===== config.mk =====
export PLATFORM = sky130hd
export DESIGN_NAME = nca_cell
export DESIGN_NICKNAME = d
export VERILOG_FILES = /design/src/rtl/core/nca_pkg.sv /design/src/rtl/core/nca_cell.sv
export SDC_FILE = /design/constraint.sdc
export NUM_CORES = 1
export LEC_CHECK = 0
export BUFFER_PORTS_ARGS = -buffer_cell sky130_fd_sc_hd__buf_2
export CORE_UTILIZATION = 55
export CTS_CLUSTER_SIZE = 28
export DETAILED_ROUTE_END_ITERATION = 8
export PLACE_DENSITY_LB_ADDON = 0.1
export SETUP_SLACK_MARGIN = 0.2
export SLEW_MARGIN = 20
export SYNTH_ARGS = -nofsm -noshare
export SYNTH_HDL_FRONTEND = slang
export SYNTH_SLANG_ARGS = --single-unit

===== constraint.sdc =====
create_clock -name clk -period 23.2 [get_ports clk]
set_input_delay 4.64 -clock clk [delete_from_list [all_inputs] [get_ports clk]]
set_output_delay 4.64 -clock clk [all_outputs]
set_load 0.03 [all_outputs]

===== src/rtl/core/nca_pkg.sv =====
// nca_pkg: shared types and constants for the nearest centroid assignment block
// used by nca_cell and nearest_centroid_assign_unit; no dependencies
`timescale 1ns / 1ps

package nca_pkg;

  localparam int NUM_CELLS = 16;
  localparam int DEPTH     = 16;
  localparam int IDX_W     = 4;
  localparam int EIDX_W    = 4;
  localparam int VAL_W     = 16;
  localparam int DIST_W    = 36;
  localparam int CNT_W     = 16;
  localparam int REG_W     = 5;
  localparam int CMD_W     = 2;

  localparam logic [CMD_W-1:0] CMD_LOAD  = 2'd0;
  localparam logic [CMD_W-1:0] CMD_START = 2'd1;
  localparam logic [CMD_W-1:0] CMD_DATA  = 2'd2;

  localparam logic REG_CLUSTER_COUNT = 1'b0;
  localparam logic REG_DIMENSION     = 1'b1;

  localparam logic [DIST_W-1:0] DIST_MAX  = '1;
  localparam logic [CNT_W-1:0]  CNT_MAX   = '1;
  localparam logic [REG_W-1:0]  K_LIMIT   = REG_W'(NUM_CELLS);
  localparam logic [REG_W-1:0]  D_LIMIT   = REG_W'(DEPTH);

  typedef struct packed {
    logic                     valid;
    logic [CMD_W-1:0]         cmd;
    logic [IDX_W-1:0]         ci;
    logic [EIDX_W-1:0]        ei;
    logic signed [VAL_W-1:0]  value;
    logic                     last;
    logic [REG_W-1:0]         kk;
    logic [IDX_W-1:0]         best_idx;
    logic [DIST_W-1:0]        best_d;
  } tok_t;

endpackage


===== src/rtl/core/nca_cell.sv =====
// nca_cell: one centroid cell of the chain, holds its centroid vector and partial distance
// depends on nca_pkg
`timescale 1ns / 1ps

module nca_cell import nca_pkg::*; (
  input  logic             clk,
  input  logic             rst_n,
  input  logic             adv,
  input  logic [IDX_W-1:0] cell_idx,
  input  tok_t             tok_i,
  output tok_t             tok_o
);

  logic signed [VAL_W-1:0] cent_r [DEPTH];
  logic [DIST_W-1:0]       partial_r, partial_nxt;
  tok_t                    tok_r, tok_nxt;

  logic                    active;
  logic signed [VAL_W-1:0] cent_rd;
  logic signed [VAL_W:0]   diff;
  logic [VAL_W:0]          neg;
  logic [VAL_W-1:0]        mag;
  logic [2*VAL_W-1:0]      sq;
  logic [DIST_W:0]         sum;
  logic [DIST_W-1:0]       sum_sat;

  always_comb begin
    active  = {1'b0, cell_idx} < tok_i.kk;
    cent_rd = cent_r[tok_i.ei];
    diff    = {tok_i.value[VAL_W-1], tok_i.value} - {cent_rd[VAL_W-1], cent_rd};
    neg     = -diff;
    mag     = diff[VAL_W] ? neg[VAL_W-1:0] : diff[VAL_W-1:0];
    sq      = mag * mag;
    sum     = (DIST_W+1)'(partial_r) + (DIST_W+1)'(sq);
    sum_sat = sum[DIST_W] ? DIST_MAX : sum[DIST_W-1:0];

    partial_nxt = partial_r;
    tok_nxt     = tok_i;
    if (tok_i.valid) begin
      unique case (tok_i.cmd)
        CMD_START: begin
          partial_nxt = '0;
        end
        CMD_DATA: begin
          if (tok_i.last) begin
            // the end of a point clears every cell, in use or not
            partial_nxt = '0;
            if (active && (sum_sat < tok_i.best_d)) begin
              tok_nxt.best_d   = sum_sat;
              tok_nxt.best_idx = cell_idx;
            end
          end else if (active) begin
            partial_nxt = sum_sat;
          end
        end
        default: begin
        end
      endcase
    end
  end

  always_ff @(posedge clk) begin
    if (!rst_n) begin
      tok_r     <= '0;
      partial_r <= '0;
    end else if (adv) begin
      tok_r     <= tok_nxt;
      partial_r <= partial_nxt;
    end
  end

  // centroid elements, written by load transactions addressed to this cell
  always_ff @(posedge clk) begin
    if (adv && tok_i.valid && (tok_i.cmd == CMD_LOAD) && (tok_i.ci == cell_idx)) begin
      cent_r[tok_i.ei] <= tok_i.value;
    end
  end

  assign tok_o = tok_r;

endmodule

==> impl_metrics.toml <==
[placed_design]
dpl.hpwl_um = 45300
gp_congestion = 0.913
port_buffers = 152

[sta]
rsz0062_at_grt = "false"
fin_setup_tns_ns = 0
tightest_slew_ns = 1.10
fin_worst_skew_ns = 0.0275
finalHoldViolations = 0
period_needed_ns = 20.02
min_period_over_period_pct = 86.3
fmax_mhz = 49.9
maxSlewHeadroom_pct = 26.2
finalSetupViolations = 0
slew_viol_final = 0

[route]
drc = 0
wire_per_inst_um = 20.8
via_per_inst = 5.73
firstDrtPassIters = 5
drt_iter0_drc = 1189
met1_length_um = 24600
routed_wl_um = 61600
top_layer = "met4"
via_count = 17000
dr_wl_met3_um = 2730
wl_met2_um = 32300
antenna_left = 0

[worst_hold_path]
holdPathStages = 2
worstHoldPathType = "reg2reg"

[critical_path]
max_stage_delay_ns = 0.83
start_kind = "primary input"
worst_ep_arrival_time_ns = 20.46
r2r_cells = 46
path_class = "in2reg"
endpoint_kind = "flip-flop"
cp_top_family = "compound AO/OA/AOI/OAI gates"
crit_cells = 48
critPathSlowestCell = "xnor2_1"
critPathMaxFanout = 48
crit_buf_inv = 11
required_ns = 23.63

[floorplanning]
ios = 153
die_h_um = 215
core_mm2 = 0.0444
die_w_um = 215
fp.dieArea_mm2 = 0.0461
start_util_pct = 56.0
row_count = 77

[synthesis]
synth_nets = 2627
yosys.area_share.simple_pct = 10.2
netlist_area_mm2 = 0.0249
synth_top_family_by_area = "adder cells"
syn_area_per_cell_um2 = 11.3
ys_types = 77
synth_adder_area_share_pct = 23.7
yosysWarnings = 0
ys_async_sr_fraction_pct = 0
synth-xor-area-share_pct = 2.10
seq_area_frac_synth_pct = 39.7
synth_flop_cell = "edfxtp_1"
synthMuxAreaShare_pct = 9.02
syn_inst = 2192
synth_edf_count = 256
synth_compound_area_share_pct = 8.08
ys_seq_elements = 365

[flow_run]
cap_violations = 0

[finish]
area_delta_synth_final_pct = 11.2
layout_common_cells = "inv_1, edfxtp_1, fa_1"
nets = 2771
antenna_cells = 0
layout_commonest_cell = "inv_1"
fill_cells = 3583
drive_gt1_share_pct = 15.4

[clocking]
cts_root_buffer = "clkbuf_16"
clk_latency_ns = 0.56
clk_pin_slew_ns = 0.06
clock_path_buffers = 3
post_cts_buffers = 0
cts_inserted_buffers = 39
cts_hold_buf = 0
cts_resized = 0
cts_tree = "yes"
h-tree-depth = 2
cts_sinks = 365

[outcome]
status = "completed"

[global_route]
grt_start_max_net_pins = 59
grt_overflow = 0
grtUsageTotal_pct = 27.5
antenna_found_initial = 0
grt_pass1_wl_um = 98000
grt_pass1_vias = 17600
final timing paths:
kind	slack, ns	start	end
worst max-delay path	3.18	tok_i[62]	tok_o[30]
worst min-delay path	0.47	tok_o[72]	tok_o[72]
worst max register to register	8.16	cent_r[11][2]	tok_o[30]
worst min register to register	0.47	tok_o[72]	tok_o[72]
worst min-delay path, cell delays in order (launching register included):
cell      delay, ns
dfxtp_1        0.31
nand2b_1       0.06
a21oi_1        0.06
through the flow:
step | instance area (um2) | std cells | util, % | hold WS, ns | setup WS (ns)
after floorplan | 24900 | 2192 | - | 0.477 | 5.31
after global placement | 26300 | 2887 | 59.3 | 0.457 | 2.99
after detailed placement | 26300 | 2887 | 59.3 | 0.463 | 2.66
after CTS | 27700 | 2957 | 62.3 | 0.474 | 3.20
after global routing | 27700 | 2957 | 62.3 | 0.506 | 1.89
final | 27700 | 2957 | 62.3 | 0.472 | 3.18
cells in the mapped netlist, drive strengths merged (4+ instances only):
master   count  area, um2
nand4       13       81.3
a31oi        9       56.3
nand2      125        469
nand3       18       90.1
mux2i       42        420
o31ai        4       30.0
xor2        30        263
o21a        11       82.6
a211oi      10       85.1
a22oi       34        255
o2111ai      5       43.8
nor2       167        639
o211ai       5       37.5
and3        11       68.8
o21ai       62        310
o21bai       5       37.5
nor4         8       50.1
inv        378       1420
or3          6       37.5
or4          4       30.0
a21oi       78        390
xnor2       28        260
nor2b       24        150
mux4        80       1800
buf         19       95.1
a2111oi      7       63.8
nand3b      33        248
clkbuf      67        251
dfxtp      109       2180
a21o        39        293
or4b         4       40.0
nor3        53        277
fa         195       3900
a311oi       6       52.6
clkinv       5       18.8
and2         7       43.8
edfxtp     256       7690
nand2b      28        175
ha         160       2000
nor3b        5       37.5
sequential cells by signal, summed over array words and instances, names as in the netlist:
| name | flops |
|---|---|
| tok_o | 73 |
| partial_r | 36 |
| cent_r | 256 |
cells by family (layout without fill, tap and decap cells):
family	after synthesis	after routing
multiplexers	124	124
AND/OR/NAND/NOR	517	517
flip-flops	365	365
XOR/XNOR	58	58
AO/OA/AOI/OAI	304	304
adder cells (fa/ha/maj)	355	355
buffers and inverters	469	642
metal layers:
| layer | global-route usage (%) | vias up |
|---|---|---|
| li1 | - | 7831 |
| met1 | 34.2 | 8571 |
| met2 | 48.8 | 427 |
| met3 | 3.87 | 125 |
| met4 | 9.55 | 0 |
| met5 | 0 | - |
layout make-up:
| class | instances | area [um2] | share of cell area, % |
|---|---|---|---|
| Clock buffer | 50 | 1070 | 3.86 |
| Clock inverter | 20 | 256 | 0.927 |
| Inverter | 383 | 1440 | 5.20 |
| Multi-Input combinational cell | 1358 | 13300 | 47.9 |
| Sequential cell | 365 | 9870 | 35.7 |
| Tap cell | 592 | 741 | 2.68 |
| Timing Repair Buffer | 189 | 1040 | 3.77 |
Power is not shown: default switching activity piles up to over one toggle a cycle in this logic, so the estimate is an artifact.
